`src/sv/mbd_pkg.sv`:
```
`timescale 1ns / 1ps
// ----------------------------------------------------------------------------
// mbd_pkg
// Shared constants, types and helper functions of the mip box downsampler.
// ----------------------------------------------------------------------------
package mbd_pkg;

   localparam int MAX_WIDTH    = 4096;
   localparam int MAX_LEVELS   = 12;
   localparam int MAX_CHANNELS = 4;

   localparam int ADDR_W = $clog2(MAX_WIDTH);      // pair-sum store address
   localparam int POS_W  = $clog2(MAX_WIDTH);      // column / row counter
   localparam int DIM_W  = $clog2(MAX_WIDTH) + 1;  // level dimension
   localparam int LEV_W  = 4;
   localparam int NCH_W  = 3;
   localparam int CH_W   = 8;
   localparam int HS_W   = CH_W + 1;               // sum of two channel values
   localparam int TOT_W  = CH_W + 2;               // sum of four channel values
   localparam int OPOS_W = 11;
   localparam int ROUND  = 2;                      // rounding bias before >> 2
   localparam int DATA_W = 32;
   localparam int PADDR_W = 4;

   localparam logic [1:0] REG_WIDTH    = 2'd0;
   localparam logic [1:0] REG_HEIGHT   = 2'd1;
   localparam logic [1:0] REG_LEVELS   = 2'd2;
   localparam logic [1:0] REG_CHANNELS = 2'd3;

   typedef enum logic [1:0] {
      SEQ_IDLE,
      SEQ_LEVEL,
      SEQ_SUM
   } seq_state_type;

   typedef logic [MAX_CHANNELS-1:0][CH_W-1:0] pixel_type;
   typedef logic [MAX_CHANNELS-1:0][HS_W-1:0] pair_type;

   typedef struct packed {
      logic [DIM_W-1:0] width;    // clamped level-0 width
      logic [DIM_W-1:0] height;   // clamped level-0 height
      logic [LEV_W-1:0] levels;   // clamped level count
      logic [NCH_W-1:0] channels; // clamped channel count
      logic             restart;  // register write: restart the frame
   } cfg_type;

   typedef struct packed {
      logic [LEV_W-1:0]  level;
      logic [OPOS_W-1:0] x;
      logic [OPOS_W-1:0] y;
      pixel_type         chan;
   } result_type;

   // Dimension of a level: halve and floor per level, never below 1.
   function automatic logic [DIM_W-1:0] dim_at(input logic [DIM_W-1:0] d0,
                                               input logic [LEV_W-1:0] lev);
      logic [DIM_W-1:0] s;
      begin
         s = d0 >> lev;
         return (s == '0) ? DIM_W'(1) : s;
      end
   endfunction

   // Rounded mean of four values from their sum.
   function automatic logic [CH_W-1:0] box_mean(input logic [TOT_W-1:0] tot);
      logic [TOT_W:0] s;
      begin
         s = {1'b0, tot} + (TOT_W + 1)'(ROUND);
         return s[CH_W+1:2];
      end
   endfunction

endpackage

```
`src/sv/mbd_csr.sv`:
```
`timescale 1ns / 1ps
// ----------------------------------------------------------------------------
// mbd_csr
// APB-style register file; presents clamped settings and a restart strobe.
// ----------------------------------------------------------------------------
module mbd_csr (
   input  logic                         clock,
   input  logic                         reset,
   input  logic                         psel,
   input  logic                         penable,
   input  logic                         pwrite,
   input  logic [mbd_pkg::PADDR_W-1:0] paddr,
   input  logic [mbd_pkg::DATA_W-1:0]  pwdata,
   output logic [mbd_pkg::DATA_W-1:0]  prdata,
   output logic                         pready,
   output mbd_pkg::cfg_type             cfg
);

   logic [mbd_pkg::DIM_W-1:0] width_ff,    width_in;
   logic [mbd_pkg::DIM_W-1:0] height_ff,   height_in;
   logic [mbd_pkg::LEV_W-1:0] levels_ff,   levels_in;
   logic [mbd_pkg::NCH_W-1:0] channels_ff, channels_in;
   logic                      wr_en;
   logic [1:0]                reg_idx;

   assign pready  = 1'b1;
   assign reg_idx = paddr[3:2];
   assign wr_en   = psel & penable & pwrite & pready;

   always_comb begin
      width_in    = width_ff;
      height_in   = height_ff;
      levels_in   = levels_ff;
      channels_in = channels_ff;
      if (wr_en) begin
         unique case (reg_idx)
            mbd_pkg::REG_WIDTH:    width_in    = pwdata[mbd_pkg::DIM_W-1:0];
            mbd_pkg::REG_HEIGHT:   height_in   = pwdata[mbd_pkg::DIM_W-1:0];
            mbd_pkg::REG_LEVELS:   levels_in   = pwdata[mbd_pkg::LEV_W-1:0];
            mbd_pkg::REG_CHANNELS: channels_in = pwdata[mbd_pkg::NCH_W-1:0];
            default: ;
         endcase
      end
   end

   always_ff @(posedge clock) begin
      if (reset) begin
         width_ff    <= mbd_pkg::DIM_W'(256);
         height_ff   <= mbd_pkg::DIM_W'(256);
         levels_ff   <= mbd_pkg::LEV_W'(8);
         channels_ff <= mbd_pkg::NCH_W'(4);
      end else begin
         width_ff    <= width_in;
         height_ff   <= height_in;
         levels_ff   <= levels_in;
         channels_ff <= channels_in;
      end
   end

   always_comb begin
      unique case (reg_idx)
         mbd_pkg::REG_WIDTH:    prdata = mbd_pkg::DATA_W'(width_ff);
         mbd_pkg::REG_HEIGHT:   prdata = mbd_pkg::DATA_W'(height_ff);
         mbd_pkg::REG_LEVELS:   prdata = mbd_pkg::DATA_W'(levels_ff);
         mbd_pkg::REG_CHANNELS: prdata = mbd_pkg::DATA_W'(channels_ff);
         default:               prdata = '0;
      endcase
   end

   // Clamp: zero size counts as one, oversize as the store width.
   always_comb begin
      priority if (width_ff == '0)
         cfg.width = mbd_pkg::DIM_W'(1);
      else if (width_ff > mbd_pkg::DIM_W'(mbd_pkg::MAX_WIDTH))
         cfg.width = mbd_pkg::DIM_W'(mbd_pkg::MAX_WIDTH);
      else
         cfg.width = width_ff;
      priority if (height_ff == '0)
         cfg.height = mbd_pkg::DIM_W'(1);
      else if (height_ff > mbd_pkg::DIM_W'(mbd_pkg::MAX_WIDTH))
         cfg.height = mbd_pkg::DIM_W'(mbd_pkg::MAX_WIDTH);
      else
         cfg.height = height_ff;
      cfg.levels = (levels_ff > mbd_pkg::LEV_W'(mbd_pkg::MAX_LEVELS))
                   ? mbd_pkg::LEV_W'(mbd_pkg::MAX_LEVELS) : levels_ff;
      priority if (channels_ff == '0)
         cfg.channels = mbd_pkg::NCH_W'(1);
      else if (channels_ff > mbd_pkg::NCH_W'(mbd_pkg::MAX_CHANNELS))
         cfg.channels = mbd_pkg::NCH_W'(mbd_pkg::MAX_CHANNELS);
      else
         cfg.channels = channels_ff;
      cfg.restart = wr_en;
   end

endmodule

```
`config.mk`:
```
export PLATFORM = sky130hd
export DESIGN_NAME = mbd_csr
export DESIGN_NICKNAME = d
export VERILOG_FILES = /design/src/sv/mbd_pkg.sv /design/src/sv/mbd_csr.sv
export SDC_FILE = /design/constraint.sdc
export NUM_CORES = 1
export LEC_CHECK = 0
export BUFFER_PORTS_ARGS = -buffer_cell sky130_fd_sc_hd__buf_2
export CORE_MARGIN = 5
export CORE_UTILIZATION = 40
export DETAILED_ROUTE_END_ITERATION = 10
export PLACE_DENSITY = 0.69
export SLEW_MARGIN = 20
export SYNTH_ARGS = -nofsm -noshare
export SYNTH_HDL_FRONTEND = slang
export SYNTH_SLANG_ARGS = --single-unit
```
`constraint.sdc`:
```
create_clock -name clock -period 1.46 [get_ports clock]
set_input_delay 0.073 -clock clock [delete_from_list [all_inputs] [get_ports clock]]
set_output_delay 0.073 -clock clock [all_outputs]
set_load 0.01 [all_outputs]
```
After elaboration in Yosys (flattened, before gate mapping)
Index checks and enable logic that the tools add are counted.

cells by class
  equality and inequality tests = 3
  bitwise operators = 2
  order comparisons = 4
  mux-type cells = 8
  reductions and logical operators = 8

operator list
  cell                  count
  $pmux 32 s4           1
  $mux 13               4
  $gt 13x13->1 const B  2
  $logic_not 13->1      2
  $reduce_and 2->1      4
  $mux 3                2
  $eq 2x2->1 const B    2
  $gt 4x4->1 const B    1
  $mux 4                1
  $gt 3x3->1 const B    1
  $logic_not 3->1       1
  $and 1x1->1           2
  $eq 2x1->1 const B    1
  $logic_not 2->1       1

storage, ports and cells
  input bits = 41
  flip-flop bits (word level) = 33
  output and inout port bits = 67
  logic and storage cells = 29

Depth between registers and ports, before layout
Gate-level depths: netlist (run 1).

  depth after elaboration = 3
  gate-level depth with buffers = 5
  depth with buffers taken out = 4

Worst setup path before layout (run 1)
No wires, ideal clock.

  path type = register to output
  start point = register height_ff[12] in the netlist's numbering
  end point = output port prdata[12] in the netlist's numbering
  data required time = 1,387 ps
  path buffers = 1
  cell stages (with the launch flop) = 4
  path slack = 451 ps
  arrival = 936 ps
  cells stage by stage = dfxtp_1 clkbuf_1 mux2i_1 nor2_1

on the way
  word-level cells in the longest chain between the ends = 1

RTL lines
  element                   RTL line       text
  start: declaration        mbd_csr.sv:20  logic [mbd_pkg::DIM_W-1:0] height_ff, height_in;
  start signal: assignment  mbd_csr.sv:49  height_ff <= mbd_pkg::DIM_W'(256);
  start signal: assignment  mbd_csr.sv:54  height_ff <= height_in;
  $pmux 32 s4               mbd_csr.sv:61  unique case (reg_idx)
  end: declaration          mbd_csr.sv:14  output logic [mbd_pkg::DATA_W-1:0] prdata,

Every way passes these cells. The select of a mux whose other input is x is not followed.

==> flow_metrics.tcl, run 1 <==
set metrics [dict create \
    outcome "finished, final reports clean" \
    multi_input_area_um2 1230 \
    p_total_mw 2.188 \
    syn_area_um2 2051 \
    clk_latency_ps 290 \
    busiest_layer "met2" \
    crit_arrival_ps 1350 \
    tritoncts "yes" \
    start_kind "register" \
    place_ws_ps 281.5 \
    yosys_warnings 0 \
    core_um2 5042 \
    die_w_um 81.60 \
    rsz0062_at_grt "yes" \
    hold_buffers 0 \
    io_pins 108 \
    initial_core_util_pct 40.67 \
    finClkSkew_ps 0 \
    port_buffers 66 \
    leakagePower_nw 1.309 \
    drtPass1Iterations 4 \
    drive_gt1_share_pct 35.44 \
    grt_pass1_vias 1567 \
    root_buffer "clkbuf_8" \
    fin_util_pct 49.98 \
    n_antenna_cell 0 \
    clk_pin_slew_worst_paths_ps 70 \
    die_h_um 81.60 \
    slew_violations 0 \
    setup_viol 0 \
    grt_max_degree 28 \
    grt.overflow.total 0 \
    cts_buffers 5 \
    cp_max_fo 4 \
    ys_ff_latch 33 \
    vias 1607 \
    avgViaCountPerCell 4.527 \
    grt_use_total_pct 14.82 \
    first_iter_violations 55 \
    met2_usage_pct 24.27 \
    drtAntennaViolNets 0 \
    r2r_setup_slack_ps 510 \
    fin_ws_ps 33.64 \
    area_growth_pct 22.88 \
    nFillCells 500 \
    final_nets 325 \
    cap_violations 0 \
    whs_ps 53.23 \
    gp_congestion 0.7809 \
    wl_per_cell_um 13.46 \
    antenna_found_initial 0 \
    dp_hpwl_um 3638 \
    crit_required_ps 1390 \
    worstSetupEndpointType "output pin" \
    layout_common_cells "buf_2 (66), mux2i_1 (43), nand2b_1 (41)" \
    synth_cells 225 \
    hold_path.class "in -> reg" \
    syn_area_per_cell_um2 9.114 \
    crit_type "reg -> out" \
    clockBufferDepth 2 \
    wirelength_um 4780 \
    ir_drop_uv 597.8 \
    regArea_um2 670.6 \
    rows 26 \
    use_met1_pct 18.44 \
    grt_pass1_wl_um 7562 \
    cts_sinks 33 \
    route.detailed.drc 0 \
    synth_cell_types 27 \
    h-tree-depth 2 \
    final_common_cell "buf_2" \
    ys_seq_area_share_pct 32.21 \
    hold_viol 0 \
    max_freq_ghz 0.7011 \
    die-area_um2 6659 \
    post-route-min-period_ps 1426 \
    grt_util_met3_pct 4.386 \
    fin_crit_sh_pct 97.70 \
    power.density_nw_per_um2 868.1 \
]
## worst max-delay path, stage by stage (launching register included)
cell     delay, ps
dfxtp_1        350
nor4_2         280
a31oi_1        110
nor2_1         160
buf_2          150
## area by class of cell
| class | count | area share [%] |
|---|---|---|
| Clock buffer | 5 | 2.731 |
| Clock inverter | 3 | 2.582 |
| Inverter | 2 | 0.2979 |
| Multi-Input combinational cell | 168 | 48.81 |
| Sequential cell | 33 | 26.61 |
| Tap cell | 70 | 3.476 |
| Timing Repair Buffer | 74 | 15.49 |
## flip-flops by register name, indices dropped and copies added, names as in the netlist
signal       cells
width_ff        13
levels_ff        4
channels_ff      3
height_ff       13
## routing by layer
| metal | part of all wire (%) | up-vias |
|---|---|---|
| li1 | - | 813 |
| met2 | 47 | 61 |
| met1 | 43 | 725 |
| met5 | 0 | - |
| met4 | 1.5 | 0 |
| met3 | 8.1 | 8 |
## final timing paths
path / cells after the start / to / startpoint
max: 4 / cfg[21] / width_ff[2]
min: 3 / levels_ff[3] / pwdata[3]
max reg2reg: 3 / height_ff[12] / height_ff[12]
min reg2reg: 2 / channels_ff[0] / channels_ff[0]
## stage by stage
stage | instance area (µm²) | cells | TNS, ps
6_report | 2520 | 355 | 0
5_1_grt | 2520 | 355 | -50.14
4_1_cts | 2485 | 354 | 0
3_5_place_dp | 2326 | 346 | 0
3_3_place_gp | 2326 | 346 | 0
2_1_floorplan | 2118 | 243 | 0
## logic make-up (layout without fill, tap and decap cells)
logic type	count (synthesis)	after routing	share of synthesized area [%]
buffers and inverters	42	84	13.18
flip-flops	33	33	32.21
AND/OR/NAND/NOR	96	96	28.13
AO/OA/AOI/OAI	6	6	1.830
other	2	20	0.3662
multiplexers	46	46	24.28
## Yosys cell counts
library cell,number,area [µm²]
a21boi_0,2,15.01
a21oi_1,1,5.000
a31oi_1,2,12.51
and3_1,1,6.260
buf_2,3,15.01
buf_4,23,172.7
buf_6,3,33.78
clkbuf_1,11,41.29
conb_1,2,7.510
dfxtp_1,33,660.6
inv_1,1,3.750
inv_2,1,3.750
mux2i_1,43,430.4
mux4_2,3,67.56
nand2_1,1,3.750
nand2_4,1,11.26
nand2b_1,41,256.5
nand3_2,1,10.01
nand3b_1,1,7.510
nor2_1,18,67.56
nor2b_1,23,143.9
nor2b_4,1,13.76
nor3_1,2,10.01
nor3_2,1,10.01
nor4_1,4,25.02
o21ai_0,1,5.000
or3_4,1,11.26
## where the power goes
part / internal, mW / total (mW) / switching (mW) / leakage [nW]
sequential: 0.910 / 0.925 / 0.0146 / 0.270
clock: 0.678 / 1.03 / 0.357 / 0.0681
combinational: 0.103 / 0.228 / 0.125 / 0.971
## what timing repair did
item                       CTS  global route
resized for setup            4             9
setup endpoints to repair    2             2
setup buffers                0             1
pin swaps                    0             7
gates cloned                 0             0
(Power assumes the default switching activity.)
==> inputs of run 2 (changes only) <==
--- a/config.mk
+++ b/config.mk
@@ -5,11 +5,12 @@
 export SDC_FILE = /design/constraint.sdc
 export NUM_CORES = 1
 export LEC_CHECK = 0
+export ABC_AREA = 1
 export BUFFER_PORTS_ARGS = -buffer_cell sky130_fd_sc_hd__buf_2
 export CORE_MARGIN = 5
 export CORE_UTILIZATION = 40
 export DETAILED_ROUTE_END_ITERATION = 10
-export PLACE_DENSITY = 0.69
+export PLACE_DENSITY = 0.71
 export SLEW_MARGIN = 20
 export SYNTH_ARGS = -nofsm -noshare
 export SYNTH_HDL_FRONTEND = slang
==> run 2 against run 1 <==
The run now ends with negative setup slack left. Routed wire length increased by 13%. Via count increased by 23%. Synthesized cell count increased by 24%. First-iteration DRC count increased to 2.7 times the previous value. Synthesized area decreased by 6.9%. Hold slack got worse by 28 ps. Sequential share of layout area increased by 1.3 points. Register-to-register slack about the same. Count of clock-buffer cells in the layout increased by 2. Final cell count increased by 12%. Sequential cell count unchanged. Design area decreased by 4.8%.
==> flow_metrics.tcl, run 2 <==
set metrics [dict create \
    tritoncts "yes" \
    wl_per_cell_um 13.63 \
    p_total_mw 1.913 \
    start_kind "register" \
    p_comb_share_pct 15.3 \
    layout_common_cells "buf_2 (65), inv_1 (44), nand2_1 (31)" \
    clk_latency_ps 280 \
    core_um2 4692 \
    cp_max_fo 5 \
    hold_buffers 0 \
    synth_flop_cell "dfxtp_1" \
    final_nets 383 \
    synth_commonest_cells "inv_1 (45), a21oi_1 (40), nand2_1 (34)" \
    n_antenna_cell 0 \
    initial_core_util_pct 40.69 \
    ys_seq_area_share_pct 34.60 \
    crit_arrival_ps 1420 \
    route.detailed.drc 0 \
    area_growth_pct 25.69 \
    hold_depth 3 \
    grt_pass1_wl_um 8397 \
    clockBufferDepth 2 \
    grt_pass1_vias 1824 \
    outcome "finished, violations left" \
    p_int_mw 1.396 \
    setup_viol 16 \
    synth_top_area_share_pct 34.60 \
    crit_type "reg -> out" \
    die_h_um 79.09 \
    rows 25 \
    async_flop_share_pct 0 \
    cap_violations 0 \
    gp_congestion 0.8419 \
    first_iter_violations 147 \
    antenna_found_initial 0 \
    yosys_warnings 0 \
    drtPass1Iterations 4 \
    whs_ps 25.48 \
    crit_required_ps 1390 \
    place_ws_ps 142.7 \
    grt_max_degree 34 \
    root_buffer "clkbuf_8" \
    clkPwrFrac_pct 35.5 \
    rr_worst_depth 3 \
    fin_ws_ps -36.56 \
    fin_util_pct 51.15 \
    die-area_um2 6255 \
    cts_sinks 33 \
    drtAntennaViolNets 0 \
    drive_gt1_share_pct 35.67 \
    dp_hpwl_um 3974 \
    slew_violations 0 \
    hold_path.class "in -> reg" \
    worstReg2RegEnd "width_ff[12]" \
    wirelength_um 5399 \
    rsz0062_at_grt "yes" \
    pwr-share-seq_pct 49.2 \
    avgViaCountPerCell 4.975 \
    worstSetupEndpointType "output pin" \
    finClkSkew_ps 0 \
    io_pins 108 \
    grt.overflow.total 0 \
    synth_cell_types 24 \
    yosysMostFrequentCell "inv_1" \
    synth_top_cell_by_area "dfxtp_1" \
    post-route-min-period_ps 1497 \
    vias 1970 \
    leakagePower_nw 1.221 \
    cts_buffers 5 \
    h-tree-depth 2 \
    port_buffers 66 \
    synth_edf_count 0 \
    nFillCells 468 \
    power.switching_uw 516.6 \
    reg.largest.list "height_ff x13, width_ff x13, levels_ff x4" \
    ys_ff_latch 33 \
    ys_top_cells_by_area "dfxtp_1 (35%), a21oi_1 (10%), buf_4 (9.0%)" \
    critPathLaunch "width_ff[6]" \
    syn_area_per_cell_um2 6.843 \
    max_freq_ghz 0.6682 \
    final_common_cell "buf_2" \
    r2r_setup_slack_ps 500 \
    syn_area_um2 1909 \
    grt_use_total_pct 16.65 \
    violations "negative setup slack" \
    hold_viol 0 \
    ir_drop_uv 406.0 \
    die_w_um 79.09 \
    r2r-start "width_ff[12]" \
    fin_cells 396 \
    power.density_nw_per_um2 797.2 \
    swShare_pct 27.01 \
    hp-start "pwdata[3]" \
    holdPathEnd "levels_ff[3]" \
    fin_crit_sh_pct 102.5 \
    synth_cells 279 \
    dpl.cell_count 386 \
    clk_pin_slew_worst_paths_ps 60 \
]
-- run 2: changes by cell type in the layout (fill, tap and decap cells not counted), sizes merged, moves of 3 or more --
| cell | before | now |
|---|---|---|
| mux2i | 43 | 0 |
| o2111ai | 0 | 3 |
| nand2 | 2 | 38 |
| a21oi | 1 | 46 |
| mux4 | 3 | 0 |
| nor3 | 3 | 0 |
| o22ai | 0 | 8 |
| nor4 | 4 | 0 |
| nor2b | 24 | 0 |
| o21ai | 1 | 31 |
| nand2b | 41 | 0 |
| nand3 | 1 | 4 |
| nor2 | 18 | 25 |
| inv | 2 | 47 |
-- run 2: through the flow --
step / TNS (ps) / area [µm²]
6_report: -353.6 / 2400
2_1_floorplan: 0 / 1977
4_1_cts: -37.70 / 2326
3_3_place_gp: 0 / 2190
3_5_place_dp: 0 / 2190
5_1_grt: -1888 / 2400
-- run 2: worst max-delay path, stage by stage (launching register included) --
cell and delay [ps]:
dfxtp_2 340, nor2_1 110, nand2_1 110, nor2_4 200, nand2_4 110, a21oi_2 130, buf_2 140
-- run 2: area by class of cell --
cell class	instances	area (µm²)	area share [%]
Multi-Input combinational cell	182	998.5	41.61
Sequential cell	33	669.4	27.89
Timing Repair Buffer	73	401.6	16.74
Inverter	47	176.4	7.351
Clock buffer	7	86.33	3.597
Tap cell	54	67.56	2.815
-- run 2: timing repair --
action / CTS / global route
pin swaps: 6 / 8
endpoints found under the hold margin: 0 / 0
setup endpoints to repair: 20 / 21
buffers inserted: 1 / 0
resized for setup: 12 / 25
cloned: 2 / 0
-- run 2: worst max path at each step --
stage | end | slack [ps] | depth (start not counted)
after global routing | cfg[14] | -130 | 6
after floorplan | cfg[22] | 360 | 5
final | cfg[28] | -40 | 6
after global placement | cfg[12] | 140 | 6
after detailed placement | cfg[12] | 140 | 6
after CTS | cfg[12] | -10 | 6
-- run 2: layer usage --
layer	vias to the layer above	GRT usage (%)	wire (µm)
met5	-	0	0
met4	0	4.983	84
met3	8	3.855	233
met2	59	30.30	2876
met1	918	19.21	2204
li1	985	-	-
-- run 2: kinds of logic (layout without fill, tap and decap cells) --
kind of cell           count (synthesis)  after routing  share of synthesized area (%)
buffers and inverters                 84            127                          21.95
flip-flops                            33             33                          34.60
other                                  2             20                         0.3933
AO/OA/AOI/OAI                         95             95                          28.18
AND/OR/NAND/NOR                       65             67                          14.88
-- run 2: power by group through the flow --
stage               registers [mW]  clock network, mW  logic, mW
floorplan                    0.952                  0      0.207
global placement             0.957                  0      0.253
detailed placement           0.958                  0      0.255
CTS                          0.939              0.692      0.275
global route                 0.943              0.737      0.321
finish                       0.941              0.680      0.292
